==> src/fct_pkg.sv <==
package fct_pkg;

  localparam int unsigned TEMP_W = 12;
  localparam int unsigned CMP_W = 13;
  localparam int unsigned SET_W = 9;
  localparam int unsigned HOLD_W = 4;
  localparam int unsigned APB_AW = 5;
  localparam int unsigned APB_DW = 32;

  typedef logic signed [CMP_W-1:0] cmp_t;

  localparam cmp_t FROST_ON_TEMP = 13'sd50;
  localparam cmp_t FROST_OFF_TEMP = 13'sd70;
  localparam cmp_t HYST_BAND = 13'sd10;
  localparam cmp_t HIGH_BAND = 13'sd30;
  localparam logic [HOLD_W-1:0] STARTUP_HOLD_SECONDS = 4'd10;

  typedef enum logic [2:0] {
    REG_POWER_ON     = 3'd0,
    REG_MODE         = 3'd1,
    REG_FAN_SETTING  = 3'd2,
    REG_VENT_SPEED   = 3'd3,
    REG_SET_TEMP     = 3'd4,
    REG_FROST_ENABLE = 3'd5,
    REG_AUTO_STOP    = 3'd6
  } reg_idx_t;

  localparam logic [1:0] MODE_COOL = 2'd0;
  localparam logic [1:0] MODE_HEAT = 2'd1;
  localparam logic [1:0] MODE_VENT = 2'd2;

  localparam logic [1:0] FAN_OFF = 2'd0;
  localparam logic [1:0] FAN_LOW = 2'd1;
  localparam logic [1:0] FAN_MID = 2'd2;
  localparam logic [1:0] FAN_AUTO = 2'd3;

  localparam logic [1:0] LEVEL_LOW = 2'd0;
  localparam logic [1:0] LEVEL_MID = 2'd1;
  localparam logic [1:0] LEVEL_HIGH = 2'd2;
  localparam logic [1:0] VENT_SPEED_MAX = 2'd2;

endpackage

==> src/fan_coil_thermostat_control.sv <==
// The result of an accepted item is registered and shows on the output in the next cycle.
// Throughput: one item per cycle; the controller state registers double as the
// result register, and the next item is taken in the cycle the result is taken.
// Reset (synchronous, active high) loads the register defaults, clears all relay
// state and starts the start-up hold, which forces fan and valve off for the
// results of the first nine items.
module fan_coil_thermostat_control (
  input  logic                          clk,
  input  logic                          rst,
  input  logic                          psel,
  input  logic                          penable,
  input  logic                          pwrite,
  input  logic [fct_pkg::APB_AW-1:0]    paddr,
  input  logic [fct_pkg::APB_DW-1:0]    pwdata,
  output logic [fct_pkg::APB_DW-1:0]    prdata,
  output logic                          pready,
  input  logic                          in_valid,
  output logic                          in_ready,
  input  logic signed [fct_pkg::TEMP_W-1:0] air_temp,
  output logic                          out_valid,
  input  logic                          out_ready,
  output logic [1:0]                    fan_speed,
  output logic                          valve_open,
  output logic [1:0]                    auto_fan_level,
  output logic                          startup_holding
);
  import fct_pkg::*;

  // Configuration registers.
  logic             power_on;
  logic [1:0]       mode;
  logic [1:0]       fan_setting;
  logic [1:0]       vent_speed;
  logic [SET_W-1:0] setpoint;
  logic             frost_protect_enable;
  logic             auto_fan_stop;

  // Controller state.
  logic [HOLD_W-1:0] hold_count, hold_count_next;
  logic              frost_latched, frost_latched_next;
  logic              cool_running, cool_running_next;
  logic              heat_running, heat_running_next;
  logic [1:0]        fan_drive, fan_drive_next;
  logic              valve_drive, valve_drive_next;
  logic [1:0]        auto_level, auto_level_next;

  logic       cfg_write;
  reg_idx_t   cfg_idx;
  logic       accept;
  cmp_t       temp;
  cmp_t       setp;
  logic [1:0] cool_level;
  logic [1:0] heat_level;
  logic       sat_fan_stop;

  assign pready = 1'b1;
  assign cfg_write = psel && penable && pwrite && pready;
  assign cfg_idx = reg_idx_t'(paddr[4:2]);

  always_ff @(posedge clk) begin
    if (rst) begin
      power_on <= 1'b1;
      mode <= MODE_VENT;
      fan_setting <= FAN_AUTO;
      vent_speed <= LEVEL_LOW;
      setpoint <= 9'd200;
      frost_protect_enable <= 1'b1;
      auto_fan_stop <= 1'b1;
    end else if (cfg_write) begin
      case (cfg_idx)
        REG_POWER_ON:     power_on <= pwdata[0];
        REG_MODE:         mode <= pwdata[1:0];
        REG_FAN_SETTING:  fan_setting <= pwdata[1:0];
        REG_VENT_SPEED:   vent_speed <= pwdata[1:0];
        REG_SET_TEMP:     setpoint <= pwdata[SET_W-1:0];
        REG_FROST_ENABLE: frost_protect_enable <= pwdata[0];
        REG_AUTO_STOP:    auto_fan_stop <= pwdata[0];
        default: ;
      endcase
    end
  end

  always_comb begin
    prdata = '0;
    case (cfg_idx)
      REG_POWER_ON:     prdata = APB_DW'(power_on);
      REG_MODE:         prdata = APB_DW'(mode);
      REG_FAN_SETTING:  prdata = APB_DW'(fan_setting);
      REG_VENT_SPEED:   prdata = APB_DW'(vent_speed);
      REG_SET_TEMP:     prdata = APB_DW'(setpoint);
      REG_FROST_ENABLE: prdata = APB_DW'(frost_protect_enable);
      REG_AUTO_STOP:    prdata = APB_DW'(auto_fan_stop);
      default:          prdata = '0;
    endcase
  end

  // The state registers hold the result, so they may only move once the
  // previous result has been taken.
  assign in_ready = !out_valid || out_ready;
  assign accept = in_valid && in_ready;

  assign temp = {air_temp[TEMP_W-1], air_temp};
  assign setp = {{(CMP_W-SET_W){1'b0}}, setpoint};

  always_comb begin
    if (temp > setp + HIGH_BAND) begin
      cool_level = LEVEL_HIGH;
    end else if (temp >= setp + HYST_BAND) begin
      cool_level = LEVEL_MID;
    end else begin
      cool_level = LEVEL_LOW;
    end
    if (temp < setp - HIGH_BAND) begin
      heat_level = LEVEL_HIGH;
    end else if (temp <= setp - HYST_BAND) begin
      heat_level = LEVEL_MID;
    end else begin
      heat_level = LEVEL_LOW;
    end
  end

  assign sat_fan_stop = auto_fan_stop;

  always_comb begin
    logic       demand;
    logic       idle;
    logic [1:0] lvl;

    hold_count_next = hold_count;
    frost_latched_next = frost_latched;
    cool_running_next = cool_running;
    heat_running_next = heat_running;
    fan_drive_next = fan_drive;
    valve_drive_next = valve_drive;
    auto_level_next = auto_level;
    demand = 1'b0;
    idle = 1'b0;
    lvl = LEVEL_LOW;

    if (hold_count != '0) begin
      hold_count_next = hold_count - 1'b1;
    end

    if (hold_count_next != '0) begin
      fan_drive_next = FAN_OFF;
      valve_drive_next = 1'b0;
    end else if (!power_on) begin
      if (!frost_protect_enable) begin
        fan_drive_next = FAN_OFF;
        valve_drive_next = 1'b0;
        frost_latched_next = 1'b0;
      end else if (temp <= FROST_ON_TEMP) begin
        frost_latched_next = 1'b1;
        valve_drive_next = 1'b1;
        fan_drive_next = FAN_MID;
      end else if (frost_latched && temp >= FROST_OFF_TEMP) begin
        fan_drive_next = FAN_OFF;
        valve_drive_next = 1'b0;
        frost_latched_next = 1'b0;
      end else if (!frost_latched) begin
        fan_drive_next = FAN_OFF;
        valve_drive_next = 1'b0;
      end
    end else begin
      frost_latched_next = 1'b0;
      case (mode)
        MODE_COOL: begin
          heat_running_next = 1'b0;
          lvl = cool_level;
          if (temp <= setp - HYST_BAND) begin
            idle = 1'b1;
            cool_running_next = 1'b0;
          end else if (temp < setp + HYST_BAND) begin
            demand = cool_running;
            idle = !cool_running;
          end else begin
            demand = 1'b1;
            cool_running_next = 1'b1;
          end
        end
        MODE_HEAT: begin
          cool_running_next = 1'b0;
          lvl = heat_level;
          if (temp >= setp + HYST_BAND) begin
            idle = 1'b1;
            heat_running_next = 1'b0;
          end else if (temp > setp - HYST_BAND) begin
            demand = heat_running;
            idle = !heat_running;
          end else begin
            demand = 1'b1;
            heat_running_next = 1'b1;
          end
        end
        MODE_VENT: begin
          cool_running_next = 1'b0;
          heat_running_next = 1'b0;
          valve_drive_next = 1'b0;
          if (vent_speed <= VENT_SPEED_MAX) begin
            fan_drive_next = vent_speed + 2'd1;
          end
        end
        default: ;
      endcase

      // Target reached: valve shut, fan off or at low in auto when told to run.
      if (idle) begin
        valve_drive_next = 1'b0;
        if (fan_setting == FAN_AUTO) begin
          fan_drive_next = sat_fan_stop ? FAN_OFF : FAN_LOW;
          auto_level_next = LEVEL_LOW;
        end else begin
          fan_drive_next = FAN_OFF;
        end
      end
      if (demand) begin
        valve_drive_next = 1'b1;
        if (fan_setting == FAN_AUTO) begin
          auto_level_next = lvl;
          fan_drive_next = lvl + 2'd1;
        end else begin
          fan_drive_next = fan_setting + 2'd1;
        end
      end
    end
  end

  always_ff @(posedge clk) begin
    if (rst) begin
      hold_count <= STARTUP_HOLD_SECONDS;
      frost_latched <= 1'b0;
      cool_running <= 1'b0;
      heat_running <= 1'b0;
      fan_drive <= FAN_OFF;
      valve_drive <= 1'b0;
      auto_level <= LEVEL_LOW;
      out_valid <= 1'b0;
    end else begin
      if (accept) begin
        hold_count <= hold_count_next;
        frost_latched <= frost_latched_next;
        cool_running <= cool_running_next;
        heat_running <= heat_running_next;
        fan_drive <= fan_drive_next;
        valve_drive <= valve_drive_next;
        auto_level <= auto_level_next;
        out_valid <= 1'b1;
      end else if (out_ready) begin
        out_valid <= 1'b0;
      end
    end
  end

  assign fan_speed = fan_drive;
  assign valve_open = valve_drive;
  assign auto_fan_level = auto_level;
  assign startup_holding = (hold_count != '0);

  // While the start-up hold is active every relay must be off.
  a_hold_forces_off: assert property (@(posedge clk) disable iff (rst)
    out_valid && startup_holding |-> fan_speed == FAN_OFF && !valve_open)
    else $error("relay driven during start-up hold");

  // An accepted item always produces a result in the next cycle.
  a_accept_gives_result: assert property (@(posedge clk) disable iff (rst)
    accept |=> out_valid)
    else $error("accepted item produced no result");

  // The hold count only ever runs down.
  a_hold_monotonic: assert property (@(posedge clk) disable iff (rst)
    !$past(rst) |-> hold_count <= $past(hold_count))
    else $error("start-up hold count increased");

  // Frost latch can only be set while the unit is switched off.
  a_frost_only_off: assert property (@(posedge clk) disable iff (rst)
    accept && power_on |=> !frost_latched)
    else $error("frost latch set while powered on");

endmodule

==> config.mk <==
export PLATFORM = sky130hd
export DESIGN_NAME = fan_coil_thermostat_control
export DESIGN_NICKNAME = d
export VERILOG_FILES = /design/src/fct_pkg.sv /design/src/fan_coil_thermostat_control.sv
export SDC_FILE = /design/constraint.sdc
export NUM_CORES = 1
export LEC_CHECK = 0
export BUFFER_PORTS_ARGS = -buffer_cell sky130_fd_sc_hd__buf_2
export CAP_MARGIN = 20
export CORE_MARGIN = 3
export CORE_UTILIZATION = 45
export CTS_CLUSTER_SIZE = 28
export DETAILED_ROUTE_END_ITERATION = 8
export PLACE_DENSITY = 0.71
export SYNTH_ARGS = -nofsm -noshare
export SYNTH_HDL_FRONTEND = slang
export SYNTH_SLANG_ARGS = --single-unit
==> constraint.sdc <==
create_clock -name clk -period 8.1 [get_ports clk]
set_input_delay 1.62 -clock clk [delete_from_list [all_inputs] [get_ports clk]]
set_output_delay 1.62 -clock clk [all_outputs]
set_load 0.05 [all_outputs]
==> impl_metrics.env, run 1 <==
export IMPL_outcome="completed"
export IMPL_die_y_um=90.9
export IMPL_grt_pass1_wl_mm=13.5
export IMPL_die_area_um2=8260
export IMPL_hp_start="valve_open"
export IMPL_syn2layout_area_growth_pct=9.65
export IMPL_portBuffers=47
export IMPL_total_power_mw=0.398
export IMPL_rows=30
export IMPL_power_density_nw_per_um2=112
export IMPL_synth_ff_type="dfxtp_1"
export IMPL_cts_buffers=5
export IMPL_grt_max_degree=20
export IMPL_place_congestion=0.925
export IMPL_crit_chain="buf_2, nor2_1, and2_1, nand2_1, o21ai_0, buf_2"
export IMPL_coreArea_um2=6910
export IMPL_maxCapViolCount=0
export IMPL_drc_errors=0
export IMPL_hold_path_class="reg2reg"
export IMPL_dp_hpwl_mm=6.32
export IMPL_cts_clk_slew_worst_paths_ns=0.07
export IMPL_numClockSinks=31
export IMPL_synth_edf_count=0
export IMPL_antenna_left=0
export IMPL_timing_critical_path_fanout_max=10
export IMPL_clock_skew_ns=0.00805
export IMPL_overflow=0
export IMPL_hold_viol_final=0
export IMPL_cts_resized=0
export IMPL_vias=3125
export IMPL_hold_buffers=0
export IMPL_cts_tree="done"
export IMPL_io_pins=97
export IMPL_drive_gt1_share_pct=14.1
export IMPL_post_drt_via_cell_ratio=5.67
export IMPL_antennaDiodeCount=0
export IMPL_start_util_pct=46.9
export IMPL_relSlewSlack_pct=58.1
export IMPL_cp_data_arrival_time_ns=2.81
export IMPL_crit_top_cell="buf_2"
export IMPL_yosysWarnings=0
export IMPL_clock_path_buffers=2
export IMPL_clk_latency_ns=0.28
export IMPL_yosysUniqueCellTypes=66
export IMPL_syn_inst=416
export IMPL_ys_seq_area_share_pct=19.2
export IMPL_p_leak_nw=1.62
export IMPL_postSynthAreaPerCell_um2=7.79
export IMPL_die_w_um=90.9
export IMPL_grt_usage_pct=19.5
export IMPL_grt_pass1_vias=2848
export IMPL_nets=555
export IMPL_r2r_start="setpoint[5]"
export IMPL_slowest_delay_ns=0.39
export IMPL_postRouteWirelength_mm=8.03
export IMPL_cpMaxStageDelayCell="nor2_1"
export IMPL_worst_pin_slew_ns=0.620
export IMPL_antenna_found_initial=0
export IMPL_setup_viol=0
export IMPL_fin_tns_setup_ns=0
export IMPL_reg2reg_depth=11
export IMPL_r2r_end="fan_speed[1]"
export IMPL_postPlaceCellArea_um2=3450
export IMPL_wl_per_cell_um=14.6
export IMPL_cts_root_buf="clkbuf_8"
export IMPL_min_path_cells=2
export IMPL_async_reset_ff_share_pct=0
export IMPL_crit_path_end_kind="output pin"
export IMPL_clock_fmax_mhz=226
export IMPL_fin_crit_sh_pct=54.7
export IMPL_drt_iter0_drc=245
export IMPL_ir_worst_vdd_mv=0.0811
export IMPL_cp_start_kind="input pin"
export IMPL_h_tree_depth=2
export IMPL_synthesis_area_um2=3240
export IMPL_rsz0062_at_grt="false"
export IMPL_finalInstanceArea_um2=3550
export IMPL_crit_required_ns=6.48
export IMPL_postCtsSetupBuffers=0
export IMPL_fin_crit_ns=4.43
export IMPL_drv_slew=0
export IMPL_holdPathEnd="valve_open"
export IMPL_ys_ff_latch=31
export IMPL_fillers=707
export IMPL_r2r_slack_ns=4.29
export IMPL_firstDrtPassIters=4
export IMPL_crit_type="in2out"
## registers in the layout, summed over array words and instances (netlist names), 2 cells and up
signal,flops
auto_fan_level,2
fan_setting,2
fan_speed,2
hold_count,4
mode,2
setpoint,9
vent_speed,2
## power breakdown
part           internal (mW)  total (mW)  switching [mW]  leakage [nW]
combinational         0.0305       0.105          0.0744          1.32
sequential             0.156       0.160         0.00400         0.251
clock                 0.0772       0.134          0.0566        0.0505
## worst max-delay path, delay by kind of cell
kind	cells	cell delay, ns
AND/OR/NAND/NOR	3	0.66
buffers and inverters	2	0.43
AO/OA/AOI/OAI	1	0.08
## worst max-delay path by stage
stage                 to  startpoint  slack [ns]  depth (start not counted)
6_report       prdata[1]    paddr[3]        3.67                          6
5_1_grt        prdata[1]    paddr[3]        3.59                          6
4_1_cts        prdata[0]    paddr[3]        3.68                          4
3_5_place_dp   prdata[0]    paddr[3]        3.69                          4
3_3_place_gp   prdata[0]    paddr[3]        3.69                          4
2_1_floorplan  prdata[1]    paddr[3]        3.22                          4
## cell families (layout without fill, tap and decap cells)
logic type,count (synthesis),after routing,synth area share [%]
multiplexers,8,8,2.90
other,2,24,0.232
AO/OA/AOI/OAI,102,102,22.7
XOR/XNOR,23,23,6.22
adder cells (fa/ha/maj),45,45,17.4
AND/OR/NAND/NOR,142,142,21.4
flip-flops,31,31,19.2
buffers and inverters,63,80,10.1
## area by class of cell
cell class,count,area [um^2],area share (%)
clock buffer,7,96.3,2.71
sequential,31,621,17.5
timing repair buffer,48,243,6.83
clock inverter,1,7.51,0.211
tap,96,120,3.38
inverter,24,90.1,2.54
multi-input combinational,344,2380,66.9
## through the flow
stage                     hold slack [ns]  util, %  setup WS, ns  cells
after floorplan                     0.452        -          3.22    438
final                               0.453     51.4          3.67    551
after global placement              0.438     49.9          3.69    543
after global routing                0.472     51.4          3.59    551
after CTS                           0.459     51.4          3.68    551
after detailed placement            0.444     49.9          3.69    543
## synth_stat cells (all sizes together), types with 7 or more instances
library cell | number | area, um^2
and3 | 13 | 81.3
ha | 45 | 563
xor2 | 14 | 123
nor2 | 22 | 82.6
nor3 | 7 | 35.0
buf | 27 | 191
nand3 | 17 | 85.1
a21oi | 24 | 120
inv | 24 | 90.1
nand2 | 53 | 199
o21ai | 19 | 95.1
o211ai | 12 | 90.1
dfxtp | 31 | 621
clkbuf | 12 | 45.0
xnor2 | 9 | 78.8
## metal layers
layer,vias up,GRT usage (%),routed length (um)
met1,1458,26.9,3730
met2,108,31.1,3630
li1,1545,-,-
met4,0,6.53,150
met5,-,0,0
met3,14,2.92,513
## cells in the final DEF (no fill, tap or decap), types with 2 or more instances in the layout
cell      netlist  layout
nand2_1        53      53
buf_2           0      47
ha_1           45      45
dfxtp_1        31      31
inv_1          24      24
a21oi_1        24      24
conb_1          2      24
nor2_1         22      22
nand3_1        17      17
o21ai_0        14      14
xor2_1         14      14
and3_1         13      13
o211ai_1       12      12
xnor2_1         9       9
nor3_1          7       7
clkbuf_8        0       7
mux2i_1         6       6
nand4_1         5       5
a21o_1          5       5
o21ai_1         5       5
o21a_1          4       4
nand2b_1        4       4
nor2b_1         3       3
or3_1           3       3
nor4_1          3       3
a211oi_1        3       3
o31a_1          3       3
o311ai_0        3       3
o211a_1         3       3
and2_1          2       2
o41ai_1         2       2
and4_1          2       2
a21boi_0        2       2
No activity file was read; power rests on OpenSTA's default activity.
==> inputs of run 2 (changes only) <==
==> constraint.sdc (replaced) <==
create_clock -name clk -period 4.35 [get_ports clk]
set_input_delay 0.87 -clock clk [delete_from_list [all_inputs] [get_ports clk]]
set_output_delay 0.87 -clock clk [all_outputs]
set_load 0.05 [all_outputs]
==> run 2 against run 1 <==
  * Non-clock buffer count increased by 1
  * Worst setup slack got worse by 3.0 ns
  * Utilization decreased by 0.16 points
  * Final cell count increased by 0.18%
  * Clock power increased by 66%
  * Critical path depth increased by 5
  * Worst hold slack about the same
  * Routed wire length increased by 2.1%
  * Register-to-register slack got worse by 3.6 ns
  * Total power increased by 80%
  * Die area unchanged
  * Sequential share of layout area increased by 0.056 points
  * Highest routed layer unchanged
==> impl_metrics.env, run 2 (synthesized netlist as in run 1, its figures left out) <==
export IMPL_place_congestion=0.945
export IMPL_hp_start="valve_open"
export IMPL_rsz0062_at_grt="false"
export IMPL_antenna_found_initial=0
export IMPL_grt_pass1_wl_mm=13.5
export IMPL_firstDrtPassIters=5
export IMPL_clk_latency_ns=0.28
export IMPL_r2r_start="setpoint[5]"
export IMPL_multi_input_area_um2=2380
export IMPL_cp_start_kind="flip-flop"
export IMPL_nets=556
export IMPL_numClockSinks=31
export IMPL_h_tree_depth=2
export IMPL_cts_clk_slew_worst_paths_ns=0.07
export IMPL_crit_chain="and3_1, o41ai_1, xor2_1, ha_1, a21o_1, a2111oi_0, o21ai_1, o211ai_1, o311ai_0, or4b_1, a32o_1"
export IMPL_antennaDiodeCount=0
export IMPL_cts_tree="done"
export IMPL_seq_area_um2=621
export IMPL_fin_tns_setup_ns=0
export IMPL_crit_required_ns=4.53
export IMPL_fillers=688
export IMPL_clock_skew_ns=0.00583
export IMPL_die_area_um2=8260
export IMPL_outcome="completed"
export IMPL_die_y_um=90.9
export IMPL_fin_crit_ns=3.71
export IMPL_ir_worst_vdd_mv=0.164
export IMPL_overflow=0
export IMPL_postCtsSetupBuffers=0
export IMPL_clock_fmax_mhz=270
export IMPL_regMostFlops="setpoint"
export IMPL_layout_common_cells="nand2_1 (53), buf_2 (47), ha_1 (45)"
export IMPL_crit_type="reg2reg"
export IMPL_drv_slew=0
export IMPL_start_util_pct=46.9
export IMPL_cts_root_buf="clkbuf_8"
export IMPL_portBuffers=47
export IMPL_clock_path_buffers=2
export IMPL_crit_path_end_kind="flip-flop"
export IMPL_hold_buffers=0
export IMPL_cpMaxStageDelayCell="dfxtp_1"
export IMPL_maxCapViolCount=0
export IMPL_holdWs_ns=0.454
export IMPL_drt_iter0_drc=247
export IMPL_setup_viol=0
export IMPL_fin_crit_sh_pct=85.3
export IMPL_grt_pass1_vias=2884
export IMPL_crit_start="setpoint[5]"
export IMPL_largestRegisters="setpoint: 9 flops, hold_count: 4 flops"
export IMPL_drc_errors=0
export IMPL_die_w_um=90.9
export IMPL_io_pins=97
export IMPL_cts_resized=0
export IMPL_vias=3106
export IMPL_antenna_left=0
export IMPL_grt_usage_pct=19.6
export IMPL_grt_max_degree=20
export IMPL_hold_path_class="reg2reg"
export IMPL_syn2layout_area_growth_pct=9.31
export IMPL_dp_hpwl_mm=6.43
export IMPL_hold_viol_final=0
export IMPL_largest_reg_flops=9
export IMPL_postRouteWirelength_mm=8.20
export IMPL_coreArea_um2=6910
export IMPL_worst_pin_slew_ns=0.665
export IMPL_rows=30
export IMPL_slowest_delay_ns=0.68
export IMPL_post_drt_via_cell_ratio=5.63
export IMPL_wl_per_cell_um=14.8
export IMPL_cts_buffers=5
export IMPL_drive_gt1_share_pct=14.0
export IMPL_p_leak_nw=1.62
export IMPL_relSlewSlack_pct=55.1
export IMPL_power_density_nw_per_um2=202
export IMPL_cp_data_arrival_time_ns=3.89
export IMPL_timing_critical_path_fanout_max=15
export IMPL_final_common_cell="nand2_1"
export IMPL_total_power_mw=0.716
==> run 2: cell count changes in the layout (fill, tap and decap cells not counted), sizes merged <==
cell	before	now
clkbuf	7	6
buf	48	49
clkinv	0	1
==> run 2: path summary, 6_finish.rpt <==
kind	endpoint	slack, ns	cells after the start
worst max-delay path	fan_speed[1]	0.64	11
worst max register to register	fan_speed[1]	0.64	11
worst min-delay path	valve_open	0.45	2
worst min register to register	valve_open	0.45	2
==> run 2: area by class of cell <==
class,count,share of cell area (%)
multi-input combinational,344,67.1
inverter,24,2.54
sequential,31,17.5
clock inverter,2,0.353
timing repair buffer,49,7.06
tap,96,3.39
clock buffer,6,2.05
==> run 2: metal layers <==
metal,routed length (um),track usage [%],vias up
met3,459,2.17,4
met4,35,4.52,0
met1,3850,26.9,1458
met5,0,0,-
li1,-,-,1541
met2,3850,32.7,103
==> run 2: report_power, final <==
part           switching (mW)  internal, mW
combinational           0.139        0.0569
clock                   0.111         0.112
sequential            0.00761         0.290
total                   0.258         0.458
==> run 2: worst max-delay path, delay by kind of cell (launching register included) <==
| kind | cells | cell delay, ns |
|---|---|---|
| xor+xnor | 1 | 0.18 |
| flops | 1 | 0.68 |
| compound gates | 7 | 1.58 |
| fa+ha+maj | 1 | 0.31 |
| simple gates | 2 | 0.85 |
==> run 2: through the flow <==
| stage | worst slack (ns) | std cells | area (um^2) | utilization (%) |
|---|---|---|---|---|
| floorplan | 0.973 | 438 | 3320 | - |
| global placement | 0.695 | 544 | 3460 | 50.1 |
| detailed placement | 0.645 | 544 | 3460 | 50.1 |
| CTS | 0.641 | 552 | 3540 | 51.3 |
| global route | 0.442 | 552 | 3540 | 51.3 |
| finish | 0.641 | 552 | 3540 | 51.3 |
==> inputs of run 3 (changes only) <==
--- a/config.mk
+++ b/config.mk
@@ -5,6 +5,7 @@
 export SDC_FILE = /design/constraint.sdc
 export NUM_CORES = 1
 export LEC_CHECK = 0
+export ABC_AREA = 1
 export BUFFER_PORTS_ARGS = -buffer_cell sky130_fd_sc_hd__buf_2
 export CAP_MARGIN = 20
 export CORE_MARGIN = 3
==> constraint.sdc (replaced) <==
create_clock -name clk -period 4.4 [get_ports clk]
set_input_delay 0.88 -clock clk [delete_from_list [all_inputs] [get_ports clk]]
set_output_delay 0.88 -clock clk [all_outputs]
set_load 0.05 [all_outputs]
==> run 3 against run 2 <==
  * Sequential cell count did not move
  * Die area up 4.8%
  * Final cell count up 21%
  * Non-clock buffer count is 2 lower
  * Sequential power hardly changed
  * Highest routed layer unchanged
  * Critical path type unchanged
  * First-iteration DRC count fell by 49%
  * Combinational power increased by 18%
  * Largest cell class unchanged
  * Synthesized area is 5.2% higher
  * Critical path depth grew 10
  * Largest power group unchanged
  * Synthesized cell count increased by 26%
  * Register-to-register slack better by 0.70 ns
==> impl_metrics.env, run 3 <==
export IMPL_drive_gt1_share_pct=15.2
export IMPL_ir_worst_vdd_mv=0.245
export IMPL_ys_seq_area_share_pct=18.2
export IMPL_die_w_um=93.0
export IMPL_post_drt_via_cell_ratio=4.98
export IMPL_fin_util_pct=51.3
export IMPL_place_congestion=0.938
export IMPL_worst_pin_slew_ns=0.604
export IMPL_drv_slew=0
export IMPL_holdWs_ns=0.474
export IMPL_cts_clk_slew_worst_paths_ns=0.06
export IMPL_dp_hpwl_mm=6.74
export IMPL_rows=31
export IMPL_setup_viol=0
export IMPL_crit_path_end_kind="flip-flop"
export IMPL_syn_inst=523
export IMPL_final_common_cell="nand2_1"
export IMPL_portBuffers=47
export IMPL_cts_tree="done"
export IMPL_firstDrtPassIters=5
export IMPL_h_tree_depth=2
export IMPL_crit_required_ns=4.56
export IMPL_cp_start_kind="flip-flop"
export IMPL_layout_common_cells="nand2_1 (104), inv_1 (63), nor2_1 (50)"
export IMPL_yosysWarnings=0
export IMPL_fin_crit_ns=3.06
export IMPL_postPlaceCellArea_um2=3630
export IMPL_cts_resized=0
export IMPL_grt_max_degree=21
export IMPL_start_util_pct=46.7
export IMPL_syn2layout_area_growth_pct=9.69
export IMPL_nets=667
export IMPL_rsz0062_at_grt="false"
export IMPL_outcome="completed"
export IMPL_wl_per_cell_um=11.9
export IMPL_clock_skew_ns=0.00494
export IMPL_hold_viol_final=0
export IMPL_drc_errors=0
export IMPL_largestRegisters="setpoint: 9 flops, hold_count: 4 flops"
export IMPL_overflow=0
export IMPL_synth_ff_type="dfxtp_1"
export IMPL_antenna_found_initial=0
export IMPL_synthesis_area_um2=3410
export IMPL_grt_pass1_vias=3082
export IMPL_ys_ff_latch=31
export IMPL_numClockSinks=31
export IMPL_regMostFlops="setpoint"
export IMPL_postSynthAreaPerCell_um2=6.52
export IMPL_crit_top_cell="nand2_1"
export IMPL_crit_buf_inv=2
export IMPL_timing_critical_path_fanout_max=8
export IMPL_crit_chain="clkinv_1, ha_1, nor2_1, nor2_1, nand2_1, xor2_1, ha_1, a21oi_1, nand2_1, nand2_1, nand3_1, nand2_2, nand4_1, nand3_2, nand2_4, inv_2, nand2_1, nand3_1, nand2_1, nand2_1, a21oi_2"
export IMPL_vias=3319
export IMPL_relSlewSlack_pct=59.7
export IMPL_yosysMostFrequentCell="nand2_1"
export IMPL_setup_ws_ns=1.34
export IMPL_yosysUniqueCellTypes=41
export IMPL_clock_fmax_mhz=326
export IMPL_postRouteWirelength_mm=7.92
export IMPL_synthTopCellsByArea="dfxtp_1 (18%), ha_1 (17%), nand2_1 (11%), inv_1 (6.9%), xor2_1 (5.7%)"
export IMPL_hold_path_class="reg2reg"
export IMPL_io_pins=97
export IMPL_clk_latency_ns=0.28
export IMPL_grt_usage_pct=19.0
export IMPL_synth_edf_count=0
export IMPL_cpMaxStageDelayCell="dfxtp_1"
export IMPL_fin_crit_sh_pct=69.6
export IMPL_slowest_delay_ns=0.37
export IMPL_synth_top_area_share_pct=18.2
export IMPL_coreArea_um2=7290
export IMPL_cts_buffers=5
export IMPL_p_leak_nw=1.95
export IMPL_finalInstanceArea_um2=3740
export IMPL_clock_path_buffers=2
export IMPL_fin_tns_setup_ns=0
export IMPL_drt_iter0_drc=125
export IMPL_maxCapViolCount=0
export IMPL_crit_family="simple AND/OR/NAND/NOR gates"
export IMPL_die_y_um=93.0
export IMPL_async_reset_ff_share_pct=0
export IMPL_crit_type="reg2reg"
export IMPL_yosys_top_cells_count="nand2_1 (104), inv_1 (63), nor2_1 (50), ha_1 (45)"
export IMPL_die_area_um2=8650
export IMPL_cp_data_arrival_time_ns=3.23
export IMPL_cts_root_buf="clkbuf_8"
export IMPL_hold_buffers=0
export IMPL_postCtsSetupBuffers=0
export IMPL_synth_top_area_cell="dfxtp_1"
export IMPL_grt_pass1_wl_mm=13.5
export IMPL_largest_reg_flops=9
export IMPL_power_density_nw_per_um2=207
export IMPL_post_place_ws_ns=1.33
export IMPL_antennaDiodeCount=0
export IMPL_antenna_left=0
## run 3: cell types whose count changed in the layout (fill, tap and decap cells not counted), sizes merged, moves of 5 or more
cell,previous run,this run
nand4,5,10
nand3,17,40
nor2,22,53
inv,24,71
xnor2,9,0
xor2,14,22
nand2,53,113
a21oi,24,38
and3,13,0
o21ai,19,35
o211ai,12,3
mux2i,6,0
## run 3: cell type report
cell class	instances	area, um^2
Clock buffer	7	96.3
Clock inverter	1	7.51
Fill cell	798	3550
Inverter	75	283
Multi-Input combinational cell	406	2370
Sequential cell	31	621
Tap cell	99	124
Timing Repair Buffer	47	235
## run 3: path summary, 6_finish.rpt
kind / startpoint / to / slack [ns] / cells past startpoint
setup / recovery: setpoint[1] / fan_speed[1] / 1.34 / 21
hold / removal: fan_speed[1] / fan_speed[1] / 0.47 / 2
setup reg to reg: setpoint[1] / fan_speed[1] / 1.34 / 21
hold reg to reg: fan_speed[1] / fan_speed[1] / 0.47 / 2
## run 3: per-stage QoR
step,total power [mW],std cells
after floorplan,0.496,545
after detailed placement,0.534,658
final,0.775,666
after global placement,0.528,658
after CTS,0.782,666
after global routing,0.824,666
## run 3: cell families (layout without fill, tap and decap cells)
group / count (synthesis) / count (layout) / share of synthesized area, %
xor gates and xnor gates: 22 / 22 / 5.65
DFF: 31 / 31 / 18.2
other: 2 / 24 / 0.220
adders and majority gates: 45 / 45 / 16.5
buffers and inverters: 108 / 130 / 14.6
AOI/OAI and AO/OA: 86 / 86 / 14.1
and+or+nand+nor: 229 / 229 / 30.7
## run 3: where the power goes
group          internal (mW)  switching [mW]  total [mW]
Combinational         0.0637           0.169       0.232
Clock                  0.142           0.104       0.247
Sequential             0.289         0.00698       0.296
Total                  0.495           0.280       0.775
## run 3: worst min-delay path: stages (launching register included)
cell	delay (ns)
dfxtp_1	0.31
nand2_1	0.07
a21oi_2	0.05
## run 3: layer usage
layer / track usage (%) / up-vias / wire length [um]
li1: - / 1750 / -
met1: 25.2 / 1476 / 3860
met2: 31.8 / 84 / 3520
met3: 2.74 / 9 / 411
met4: 6.11 / 0 / 123
met5: 0 / - / 0
